### config.mk
export PLATFORM = sky130hd
export DESIGN_NAME = channel_run_length_packer
export DESIGN_NICKNAME = d
export VERILOG_FILES = /design/src/rtl/core/crlp_pkg.sv /design/src/rtl/core/crlp_ram.sv /design/src/rtl/core/crlp_emit.sv /design/src/rtl/core/channel_run_length_packer.sv
export SDC_FILE = /design/constraint.sdc
export NUM_CORES = 2
export LEC_CHECK = 0
export BUFFER_PORTS_ARGS = -buffer_cell sky130_fd_sc_hd__buf_4
export CAP_MARGIN = 10
export CORE_AREA = 2 2 300 302
export DETAILED_ROUTE_END_ITERATION = 8
export DIE_AREA = 0 0 302 304
export HOLD_SLACK_MARGIN = 0.03
export PLACE_DENSITY = 0.71
export SYNTH_ARGS = -nofsm -noshare
export SYNTH_HDL_FRONTEND = slang
export SYNTH_SLANG_ARGS = --single-unit
### constraint.sdc
create_clock -name clk -period 12.3 [get_ports clk]
set_input_delay 1.845 -clock clk [delete_from_list [all_inputs] [get_ports clk]]
set_output_delay 1.845 -clock clk [all_outputs]
set_load 0.01 [all_outputs]
### src/rtl/core/crlp_pkg.sv
// Shared constants, types and helpers for the channel run-length packer.
package crlp_pkg;

    localparam int MAX_LITERAL_DEF = 128;
    localparam int MAX_RUN_DEF = 130;

    localparam logic [7:0] RUN_HDR_BASE = 8'h80;
    localparam logic [7:0] MIN_RUN = 8'd3;

    typedef struct packed {
        logic       start_run;
        logic       start_lit;
        logic [7:0] hdr;
        logic [7:0] val;
        logic       finish;
        logic       fin_last;
    } emit_req_t;

    function automatic logic [7:0] run_header(input logic [7:0] n);
        return RUN_HDR_BASE + n - MIN_RUN;
    endfunction

endpackage

### src/rtl/core/crlp_ram.sv
// Generic single-port-write, single-port-read RAM with a registered read.
module crlp_ram #(
    parameter int WIDTH = 8,
    parameter int DEPTH = crlp_pkg::MAX_LITERAL_DEF
) (
    input  logic                                      clk,
    input  logic                                      we,
    input  logic [$clog2(DEPTH > 1 ? DEPTH : 2)-1:0]  waddr,
    input  logic [WIDTH-1:0]                          wdata,
    input  logic [$clog2(DEPTH > 1 ? DEPTH : 2)-1:0]  raddr,
    output logic [WIDTH-1:0]                          rdata
);

    logic [WIDTH-1:0] mem [DEPTH];

    always_ff @(posedge clk)
    begin
        if (we)
        begin
            mem[waddr] <= wdata;
        end
        rdata <= mem[raddr];
    end

endmodule

### src/rtl/core/crlp_emit.sv
// Token emitter: packs run and literal tokens into output words of up to four bytes.
module crlp_emit #(
    parameter int MAX_LITERAL = crlp_pkg::MAX_LITERAL_DEF
) (
    input  logic                                                  clk,
    input  logic                                                  rst_n,
    input  crlp_pkg::emit_req_t                                   req,
    output logic                                                  busy,
    output logic [$clog2(MAX_LITERAL > 1 ? MAX_LITERAL : 2)-1:0]  ram_raddr,
    input  logic [7:0]                                            ram_rdata,
    output logic                                                  word_valid,
    input  logic                                                  word_ready,
    output logic [31:0]                                           out_word,
    output logic [2:0]                                            byte_count,
    output logic                                                  token_end,
    output logic                                                  stream_end
);

    localparam int AW = $clog2(MAX_LITERAL > 1 ? MAX_LITERAL : 2);

    typedef enum logic [5:0] {
        E_IDLE = 6'b000001,
        E_RUN0 = 6'b000010,
        E_RUN1 = 6'b000100,
        E_LITH = 6'b001000,
        E_LITB = 6'b010000,
        E_FIN  = 6'b100000
    } emit_state_t;

    emit_state_t      state_reg, state_next;
    logic [7:0]       tok_hdr_reg, tok_hdr_next;
    logic [7:0]       tok_val_reg, tok_val_next;
    logic [AW-1:0]    rd_ptr_reg, rd_ptr_next;
    logic             fin_last_reg, fin_last_next;
    logic [31:0]      hold_word_reg, hold_word_next;
    logic [2:0]       hold_cnt_reg, hold_cnt_next;
    logic             hold_tend_reg, hold_tend_next;
    logic             word_valid_reg, word_valid_next;
    logic [31:0]      out_word_reg, out_word_next;
    logic [2:0]       byte_count_reg, byte_count_next;
    logic             token_end_reg, token_end_next;
    logic             stream_end_reg, stream_end_next;

    logic             out_free;
    logic             hold_closed;
    logic             dep_ok;
    logic             dep_en;
    logic [7:0]       dep_byte;
    logic             dep_tend;
    logic             push;
    logic             push_stream;
    logic [31:0]      hold_base;

    always_comb
    begin
        state_next      = state_reg;
        tok_hdr_next    = tok_hdr_reg;
        tok_val_next    = tok_val_reg;
        rd_ptr_next     = rd_ptr_reg;
        fin_last_next   = fin_last_reg;
        hold_word_next  = hold_word_reg;
        hold_cnt_next   = hold_cnt_reg;
        hold_tend_next  = hold_tend_reg;
        word_valid_next = word_valid_reg;
        out_word_next   = out_word_reg;
        byte_count_next = byte_count_reg;
        token_end_next  = token_end_reg;
        stream_end_next = stream_end_reg;

        out_free    = !word_valid_reg || word_ready;
        hold_closed = (hold_cnt_reg == 3'd4) || ((hold_cnt_reg != 3'd0) && hold_tend_reg);
        dep_ok      = !hold_closed || out_free;
        dep_en      = 1'b0;
        dep_byte    = tok_hdr_reg;
        dep_tend    = 1'b0;
        push        = 1'b0;
        push_stream = 1'b0;
        hold_base   = (hold_cnt_reg == 3'd0) ? 32'h0 : hold_word_reg;

        case (state_reg)
            E_IDLE:
            begin
                if (req.start_run)
                begin
                    tok_hdr_next = req.hdr;
                    tok_val_next = req.val;
                    state_next   = E_RUN0;
                end
                else if (req.start_lit)
                begin
                    tok_hdr_next = req.hdr;
                    rd_ptr_next  = '0;
                    state_next   = E_LITH;
                end
                else if (req.finish && (hold_cnt_reg != 3'd0))
                begin
                    fin_last_next = req.fin_last;
                    state_next    = E_FIN;
                end
            end
            E_RUN0:
            begin
                dep_en   = 1'b1;
                dep_byte = tok_hdr_reg;
                if (dep_ok)
                begin
                    state_next = E_RUN1;
                end
            end
            E_RUN1:
            begin
                dep_en   = 1'b1;
                dep_byte = tok_val_reg;
                dep_tend = 1'b1;
                if (dep_ok)
                begin
                    state_next = E_IDLE;
                end
            end
            E_LITH:
            begin
                dep_en   = 1'b1;
                dep_byte = tok_hdr_reg;
                if (dep_ok)
                begin
                    state_next = E_LITB;
                end
            end
            E_LITB:
            begin
                dep_en   = 1'b1;
                dep_byte = ram_rdata;
                dep_tend = (rd_ptr_reg == tok_hdr_reg[AW-1:0]);
                if (dep_ok)
                begin
                    if (dep_tend)
                    begin
                        state_next = E_IDLE;
                    end
                    else
                    begin
                        rd_ptr_next = rd_ptr_reg + AW'(1);
                    end
                end
            end
            E_FIN:
            begin
                if (out_free)
                begin
                    push          = 1'b1;
                    push_stream   = fin_last_reg;
                    hold_cnt_next = 3'd0;
                    state_next    = E_IDLE;
                end
            end
            default:
            begin
                state_next = E_IDLE;
            end
        endcase

        if (dep_en && dep_ok)
        begin
            if (hold_closed)
            begin
                push           = 1'b1;
                hold_word_next = {dep_byte, 24'h0};
                hold_cnt_next  = 3'd1;
            end
            else
            begin
                hold_word_next = hold_base | ({dep_byte, 24'h0} >> {hold_cnt_reg[1:0], 3'b000});
                hold_cnt_next  = hold_cnt_reg + 3'd1;
            end
            hold_tend_next = dep_tend;
        end

        if (push)
        begin
            word_valid_next = 1'b1;
            out_word_next   = hold_word_reg;
            byte_count_next = hold_cnt_reg;
            token_end_next  = hold_tend_reg;
            stream_end_next = push_stream;
        end
        else if (word_ready)
        begin
            word_valid_next = 1'b0;
        end
    end

    always_ff @(posedge clk or negedge rst_n)
    begin
        if (!rst_n)
        begin
            state_reg      <= E_IDLE;
            hold_cnt_reg   <= 3'd0;
            word_valid_reg <= 1'b0;
        end
        else
        begin
            state_reg      <= state_next;
            hold_cnt_reg   <= hold_cnt_next;
            word_valid_reg <= word_valid_next;
        end
    end

    always_ff @(posedge clk)
    begin
        tok_hdr_reg    <= tok_hdr_next;
        tok_val_reg    <= tok_val_next;
        rd_ptr_reg     <= rd_ptr_next;
        fin_last_reg   <= fin_last_next;
        hold_word_reg  <= hold_word_next;
        hold_tend_reg  <= hold_tend_next;
        out_word_reg   <= out_word_next;
        byte_count_reg <= byte_count_next;
        token_end_reg  <= token_end_next;
        stream_end_reg <= stream_end_next;
    end

    assign busy       = (state_reg != E_IDLE);
    assign ram_raddr  = rd_ptr_next;
    assign word_valid = word_valid_reg;
    assign out_word   = out_word_reg;
    assign byte_count = byte_count_reg;
    assign token_end  = token_end_reg;
    assign stream_end = stream_end_reg;

endmodule

### src/rtl/core/channel_run_length_packer.sv
// Top level of the channel run-length packer: byte sequencer, literal store and emitter.
// The packer takes one item, a byte of a channel, at a time and turns the channel into
// run and literal tokens, sent as words of up to four bytes with the earliest byte in the
// top bits. The emitter reads the literal store one byte per cycle, unless the output
// channel is stalled, through its single read port; the end of an item that produced
// words releases the final word. A stalled output channel holds the packer. Open literal
// bytes live in one 8-bit RAM of MAX_LITERAL entries, which needs no clearing after reset.
module channel_run_length_packer #(
    parameter int MAX_LITERAL = crlp_pkg::MAX_LITERAL_DEF,
    parameter int MAX_RUN     = crlp_pkg::MAX_RUN_DEF
) (
    input  logic        clk,
    input  logic        rst_n,
    input  logic        byte_valid,
    output logic        byte_ready,
    input  logic [7:0]  data_byte,
    input  logic        last_of_channel,
    output logic        word_valid,
    input  logic        word_ready,
    output logic [31:0] out_word,
    output logic [2:0]  byte_count,
    output logic        token_end,
    output logic        stream_end
);

    localparam int AW = $clog2(MAX_LITERAL > 1 ? MAX_LITERAL : 2);
    localparam int LW = $clog2(MAX_LITERAL + 1);
    localparam int RW = $clog2(MAX_RUN + 1);

    typedef enum logic [4:0] {
        Q_IDLE   = 5'b00001,
        Q_STEP   = 5'b00010,
        Q_RUNFL  = 5'b00100,
        Q_CHKLIT = 5'b01000,
        Q_LAST   = 5'b10000
    } seq_state_t;

    seq_state_t          state_reg, state_next;
    logic [7:0]          byte_reg, byte_next;
    logic                last_reg, last_next;
    logic [LW-1:0]       lit_len_reg, lit_len_next;
    logic [7:0]          run_val_reg, run_val_next;
    logic [RW-1:0]       run_len_reg, run_len_next;
    logic [7:0]          held0_reg, held0_next;
    logic [7:0]          held1_reg, held1_next;
    logic [1:0]          held_cnt_reg, held_cnt_next;
    logic                run_mode_reg, run_mode_next;

    crlp_pkg::emit_req_t req;
    logic                busy;
    logic                ram_we;
    logic [7:0]          ram_wdata;
    logic [AW-1:0]       ram_raddr;
    logic [7:0]          ram_rdata;

    always_comb
    begin
        seq_state_t follow;
        logic       started;

        follow        = Q_LAST;
        started       = 1'b0;
        state_next    = state_reg;
        byte_next     = byte_reg;
        last_next     = last_reg;
        lit_len_next  = lit_len_reg;
        run_val_next  = run_val_reg;
        run_len_next  = run_len_reg;
        held0_next    = held0_reg;
        held1_next    = held1_reg;
        held_cnt_next = held_cnt_reg;
        run_mode_next = run_mode_reg;
        req           = '0;
        ram_we        = 1'b0;
        ram_wdata     = held0_reg;

        case (state_reg)
            Q_IDLE:
            begin
                if (byte_valid)
                begin
                    byte_next  = data_byte;
                    last_next  = last_of_channel;
                    state_next = Q_STEP;
                end
            end
            Q_STEP:
            begin
                if (!busy)
                begin
                    if (run_mode_reg)
                    begin
                        if ((byte_reg == run_val_reg) && (run_len_reg < RW'(MAX_RUN)))
                        begin
                            run_len_next = run_len_reg + RW'(1);
                            if (run_len_reg == RW'(MAX_RUN - 1))
                            begin
                                req.start_run = 1'b1;
                                req.hdr       = crlp_pkg::run_header(8'(MAX_RUN));
                                req.val       = run_val_reg;
                                run_mode_next = 1'b0;
                                run_len_next  = '0;
                                started       = 1'b1;
                            end
                        end
                        else
                        begin
                            req.start_run = 1'b1;
                            req.hdr       = crlp_pkg::run_header(8'(run_len_reg));
                            req.val       = run_val_reg;
                            run_mode_next = 1'b0;
                            run_len_next  = '0;
                            held0_next    = byte_reg;
                            held_cnt_next = 2'd1;
                            started       = 1'b1;
                        end
                    end
                    else if (held_cnt_reg == 2'd2)
                    begin
                        if ((held0_reg == held1_reg) && (held1_reg == byte_reg))
                        begin
                            if (lit_len_reg != '0)
                            begin
                                req.start_lit = 1'b1;
                                req.hdr       = 8'(lit_len_reg - LW'(1));
                                lit_len_next  = '0;
                                started       = 1'b1;
                            end
                            run_mode_next = 1'b1;
                            run_val_next  = byte_reg;
                            run_len_next  = RW'(crlp_pkg::MIN_RUN);
                            held_cnt_next = 2'd0;
                            if (MAX_RUN <= int'(crlp_pkg::MIN_RUN))
                            begin
                                follow = Q_RUNFL;
                            end
                        end
                        else
                        begin
                            ram_we       = 1'b1;
                            ram_wdata    = held0_reg;
                            lit_len_next = lit_len_reg + LW'(1);
                            held0_next   = held1_reg;
                            held1_next   = byte_reg;
                            if (lit_len_reg == LW'(MAX_LITERAL - 1))
                            begin
                                follow = Q_CHKLIT;
                            end
                        end
                    end
                    else
                    begin
                        if (held_cnt_reg == 2'd0)
                        begin
                            held0_next = byte_reg;
                        end
                        else
                        begin
                            held1_next = byte_reg;
                        end
                        held_cnt_next = held_cnt_reg + 2'd1;
                    end

                    if (!started && (follow == Q_LAST) && !last_reg)
                    begin
                        req.finish   = 1'b1;
                        req.fin_last = 1'b0;
                        state_next   = Q_IDLE;
                    end
                    else
                    begin
                        state_next = follow;
                    end
                end
            end
            Q_RUNFL:
            begin
                if (!busy)
                begin
                    req.start_run = 1'b1;
                    req.hdr       = crlp_pkg::run_header(8'(run_len_reg));
                    req.val       = run_val_reg;
                    run_mode_next = 1'b0;
                    run_len_next  = '0;
                    state_next    = Q_LAST;
                end
            end
            Q_CHKLIT:
            begin
                if (!busy)
                begin
                    if (lit_len_reg == LW'(MAX_LITERAL))
                    begin
                        req.start_lit = 1'b1;
                        req.hdr       = 8'(lit_len_reg - LW'(1));
                        lit_len_next  = '0;
                    end
                    state_next = Q_LAST;
                end
            end
            Q_LAST:
            begin
                if (!busy)
                begin
                    if (!last_reg)
                    begin
                        req.finish   = 1'b1;
                        req.fin_last = 1'b0;
                        state_next   = Q_IDLE;
                    end
                    else if (run_mode_reg)
                    begin
                        req.start_run = 1'b1;
                        req.hdr       = crlp_pkg::run_header(8'(run_len_reg));
                        req.val       = run_val_reg;
                        run_mode_next = 1'b0;
                        run_len_next  = '0;
                    end
                    else if (held_cnt_reg != 2'd0)
                    begin
                        ram_we        = 1'b1;
                        ram_wdata     = held0_reg;
                        lit_len_next  = lit_len_reg + LW'(1);
                        held0_next    = held1_reg;
                        held_cnt_next = held_cnt_reg - 2'd1;
                        if (lit_len_reg == LW'(MAX_LITERAL - 1))
                        begin
                            state_next = Q_CHKLIT;
                        end
                    end
                    else if (lit_len_reg != '0)
                    begin
                        req.start_lit = 1'b1;
                        req.hdr       = 8'(lit_len_reg - LW'(1));
                        lit_len_next  = '0;
                    end
                    else
                    begin
                        req.finish   = 1'b1;
                        req.fin_last = 1'b1;
                        held0_next   = 8'h00;
                        held1_next   = 8'h00;
                        run_val_next = 8'h00;
                        run_len_next = '0;
                        state_next   = Q_IDLE;
                    end
                end
            end
            default:
            begin
                state_next = Q_IDLE;
            end
        endcase
    end

    always_ff @(posedge clk or negedge rst_n)
    begin
        if (!rst_n)
        begin
            state_reg    <= Q_IDLE;
            lit_len_reg  <= '0;
            run_val_reg  <= 8'h00;
            run_len_reg  <= '0;
            held0_reg    <= 8'h00;
            held1_reg    <= 8'h00;
            held_cnt_reg <= 2'd0;
            run_mode_reg <= 1'b0;
        end
        else
        begin
            state_reg    <= state_next;
            lit_len_reg  <= lit_len_next;
            run_val_reg  <= run_val_next;
            run_len_reg  <= run_len_next;
            held0_reg    <= held0_next;
            held1_reg    <= held1_next;
            held_cnt_reg <= held_cnt_next;
            run_mode_reg <= run_mode_next;
        end
    end

    always_ff @(posedge clk)
    begin
        byte_reg <= byte_next;
        last_reg <= last_next;
    end

    assign byte_ready = (state_reg == Q_IDLE);

    crlp_ram #(
        .WIDTH (8),
        .DEPTH (MAX_LITERAL)
    ) u_lit_ram (
        .clk   (clk),
        .we    (ram_we),
        .waddr (lit_len_reg[AW-1:0]),
        .wdata (ram_wdata),
        .raddr (ram_raddr),
        .rdata (ram_rdata)
    );

    crlp_emit #(
        .MAX_LITERAL (MAX_LITERAL)
    ) u_emit (
        .clk        (clk),
        .rst_n      (rst_n),
        .req        (req),
        .busy       (busy),
        .ram_raddr  (ram_raddr),
        .ram_rdata  (ram_rdata),
        .word_valid (word_valid),
        .word_ready (word_ready),
        .out_word   (out_word),
        .byte_count (byte_count),
        .token_end  (token_end),
        .stream_end (stream_end)
    );

endmodule

==> run_results.csv <==
group,metric,value,unit
critical_path,critPathTopFamily,"buffers and inverters",
cts,clock_latency,710,ps
critical_path,reg2reg_to,"u_lit_ram.rdata[5]",
pwr,power_density,232,nW/um^2
pwr,seqPwrFrac,43.8,%
cells_and_area,area.growth.synth_to_final,9.98,%
placement,place_ws,5490,ps
detailed_routing,drc,0,
synth,ys.flop_type,"edfxtp_1",
critical_path,crit_buf_inv,3,
die,die_h,304,um
cells_and_area,design_area,53200,um^2
synth,syn_area,48400,um^2
critical_path,crit_type,"reg2reg",
synth,synth_top_area_share,69.5,%
placement,portBuffers,51,
critical_path,rrSetupSlack,5760,ps
critical_path,crit_end,"u_lit_ram.rdata[5]",
die,row_count,110,
synth,ys_ff_latch,1192,
critical_path,slowest_delay,1080,ps
pwr,power.clock.fraction,28.1,%
cts,tritoncts,"done",
sta,fmax,153,MHz
sta,tightest_slew,1160,ps
pwr,intPower,0.00804,W
pwr,p_leak,17.8,nW
synth,synth_area_leaders,"edfxtp_1 (70%), nand2_1 (5.3%), a21oi_1 (3.0%)",
placement,dp_cells,4663,
synth,yosys.cell_types.count,80,
grt,busiest_layer,"met2",
die,fp.dieArea,91800,um^2
sta,hold_violations,0,
detailed_routing,avgRoutedWirePerCell,24.6,um
cells_and_area,fin_nets,3629,
sta,rsz0062_at_grt,"false",
grt,met3_usage,4.35,%
placement,gp_congestion,0.884,
critical_path,cpMostUsedCell,"buf_4",
synth,syn_nets,3635,
placement,dpl_cell_area,49500,um^2
synth,synth-edff-count,1120,
critical_path,crit_required,12910,ps
die,core_area,89000,um^2
flow_run,cap_violations,0,
cts,clock-root-buffer,"clkbuf_16",
critical_path,cp_cell_sequence,"and3_1, o22ai_1, nor4_2, a21oi_2, o21ai_4, buf_4, buf_4, buf_4, nand2_1, o32ai_1, nor4_1, a21oi_1, o21ai_0, nor4_2",
critical_path,cp-startpoint,"held0_reg[7]",
cells_and_area,drive_gt1_share,8.18,%
synth,synth-async-reset-ratio,4.78,%
critical_path,end_kind,"flop",
placement,hpwl,69.4,mm
cts,numCtsBuffers,115,
grt,grt_pass1_vias,28900,
cells_and_area,fin_cells,4869,
detailed_routing,drtAntennaViolNets,0,
die,pin_count,52,
detailed_routing,first_pass_iters,7,
cells_and_area,n_antenna_cell,0,
synth,yosysWarnings,0,
critical_path,path_max_fanout,81,
sta,fin_skew,53.5,ps
synth,synthTopCellsByCount,"edfxtp_1 (1120), nand2_1 (687), a21oi_1 (286)",
synth,synth.most_common_cell,"edfxtp_1",
sta,worst_slack,5760,ps
synth,avgSynthCellArea,13.4,um^2
grt,grt_start_max_net_pins,164,
cts,post_cts_resized,0,
cells_and_area,largest_reg_flops,1024,
grt,grt-ovfl-total,0,
die,initial_utilization,54.3,%
cts,clock-sinks,1192,
sta,fin_crit,6540,ps
cts,h-tree-depth,3,
detailed_routing,drt_wl_total,120,mm
detailed_routing,first_iter_violations,4058,
critical_path,crit_slowest_cell,"dfrtp_4",
critical_path,critPathArrivalTime,7150,ps
grt,grt_use_met2,39.3,%
sta,relSlewSlack,22.5,%
cts,postCtsSetupRepairBufs,0,
critical_path,startpoint_type,"flop",
die,die_w,302,um
pwr,power.switching,0.00429,W
cts,cts_buffer_depth,3,
pwr,swShare,34.8,%
cts,cts.clk_slew.worst_paths,60,ps
cts,cts_hold_buf,0,
worst_hold_path,hp-class,"reg2reg",
sta,final_max_slew_viol_count,0,
worst_hold_path,min_path_cells,0,
critical_path,crit_cells,14,
synth,syn_inst,3610,
critical_path,r2r_cells,14,
sta,final-setup-viol-count,0,
detailed_routing,viasPerCell,6.27,
sta,layout_worst_path_cycle_share,53.1,%
sta,setup_tns,0,ps
pwr,ir_drop,0.230,mV
grt,grt_first_pass_wirelength,179,mm
detailed_routing,dr_total_vias,30500,
grt,antenna_found_initial,1,
grt,grt_util_met1,37.6,%
synth,ys_seq_area_share,73.1,%
status,status,"complete, no violations",
grt,grt_use_total,25.8,%
pwr,pwr-share-comb,28.1,%
critical_path,r2r-start,"held0_reg[7]",
synth,yosysTopAreaCell,"edfxtp_1",
kinds of logic after synthesis:
kind of cell	Yosys count	synth area share, %
adders and majority gates	12	0.310
xor gates and xnor gates	35	0.634
AOI/OAI and AO/OA	718	9.34
muxes	116	2.47
and+or+nand+nor	1305	11.7
buffers and inverters	232	2.42
DFF	1192	73.1
worst min path at each step:
stage / slack, ps / to / startpoint
finish: 450 / u_emit.out_word[31] / u_emit.hold_word_reg[31]
global route: 460 / u_emit.out_word[0] / u_emit.hold_word_reg[0]
CTS: 450 / u_emit.out_word[17] / u_emit.hold_word_reg[17]
detailed placement: 440 / u_emit.out_word[17] / u_emit.hold_word_reg[17]
global placement: 440 / u_emit.out_word[16] / u_emit.hold_word_reg[16]
floorplan: 430 / u_emit.out_word[24] / u_emit.hold_word_reg[24]
metrics by stage:
stage / total power (W) / hold WS (ps) / utilization [%]
6_report: 0.0123 / 450 / 59.8
5_1_grt: 0.0128 / 462 / 59.8
4_1_cts: 0.0123 / 450 / 59.8
3_5_place_dp: 0.00890 / 437 / 55.6
3_3_place_gp: 0.00884 / 437 / 55.6
2_1_floorplan: 0.00782 / 427 / -
cell usage in the layout, fill, tap and decap left out, types with 14 or more instances in the layout:
cell,instances
edfxtp_1,1120
nand2_1,687
a21oi_1,286
nor2_1,243
nand3_1,177
a22oi_1,127
clkbuf_16,116
mux2i_1,108
buf_4,89
o21ai_0,72
o22ai_1,58
nor3_1,48
dfrtp_1,47
nand4_1,33
a221oi_1,31
clkinv_1,28
clkbuf_1,27
and3_1,25
a22o_1,25
xor2_1,23
a31oi_1,21
clkinv_2,15
dfxtp_1,15
inv_1,14
nor4_1,14
o32ai_1,14
layout make-up:
| class | instances | area, um^2 |
|---|---|---|
| tap | 1176 | 1470 |
| clock inverter | 63 | 666 |
| timing repair buffer | 91 | 708 |
| inverter | 18 | 85.1 |
| fill | 6692 | 35800 |
| multi-input combinational | 2186 | 11900 |
| clock buffer | 143 | 3000 |
| sequential | 1192 | 35400 |
power by group through the flow:
| stage | logic (W) | clock network (W) | registers, W |
|---|---|---|---|
| 2_1_floorplan | 0.00238 | 0 | 0.00544 |
| 3_3_place_gp | 0.00337 | 0 | 0.00548 |
| 3_5_place_dp | 0.00342 | 0 | 0.00548 |
| 4_1_cts | 0.00343 | 0.00349 | 0.00540 |
| 5_1_grt | 0.00376 | 0.00364 | 0.00544 |
| 6_report | 0.00347 | 0.00346 | 0.00540 |
metal layers:
metal / wire length (um) / part of all wire (%)
met1: 48200 / 40
met2: 56000 / 47
met3: 11000 / 9.2
met4: 4290 / 3.6
met5: 0 / 0
(Power assumes the default switching activity.)
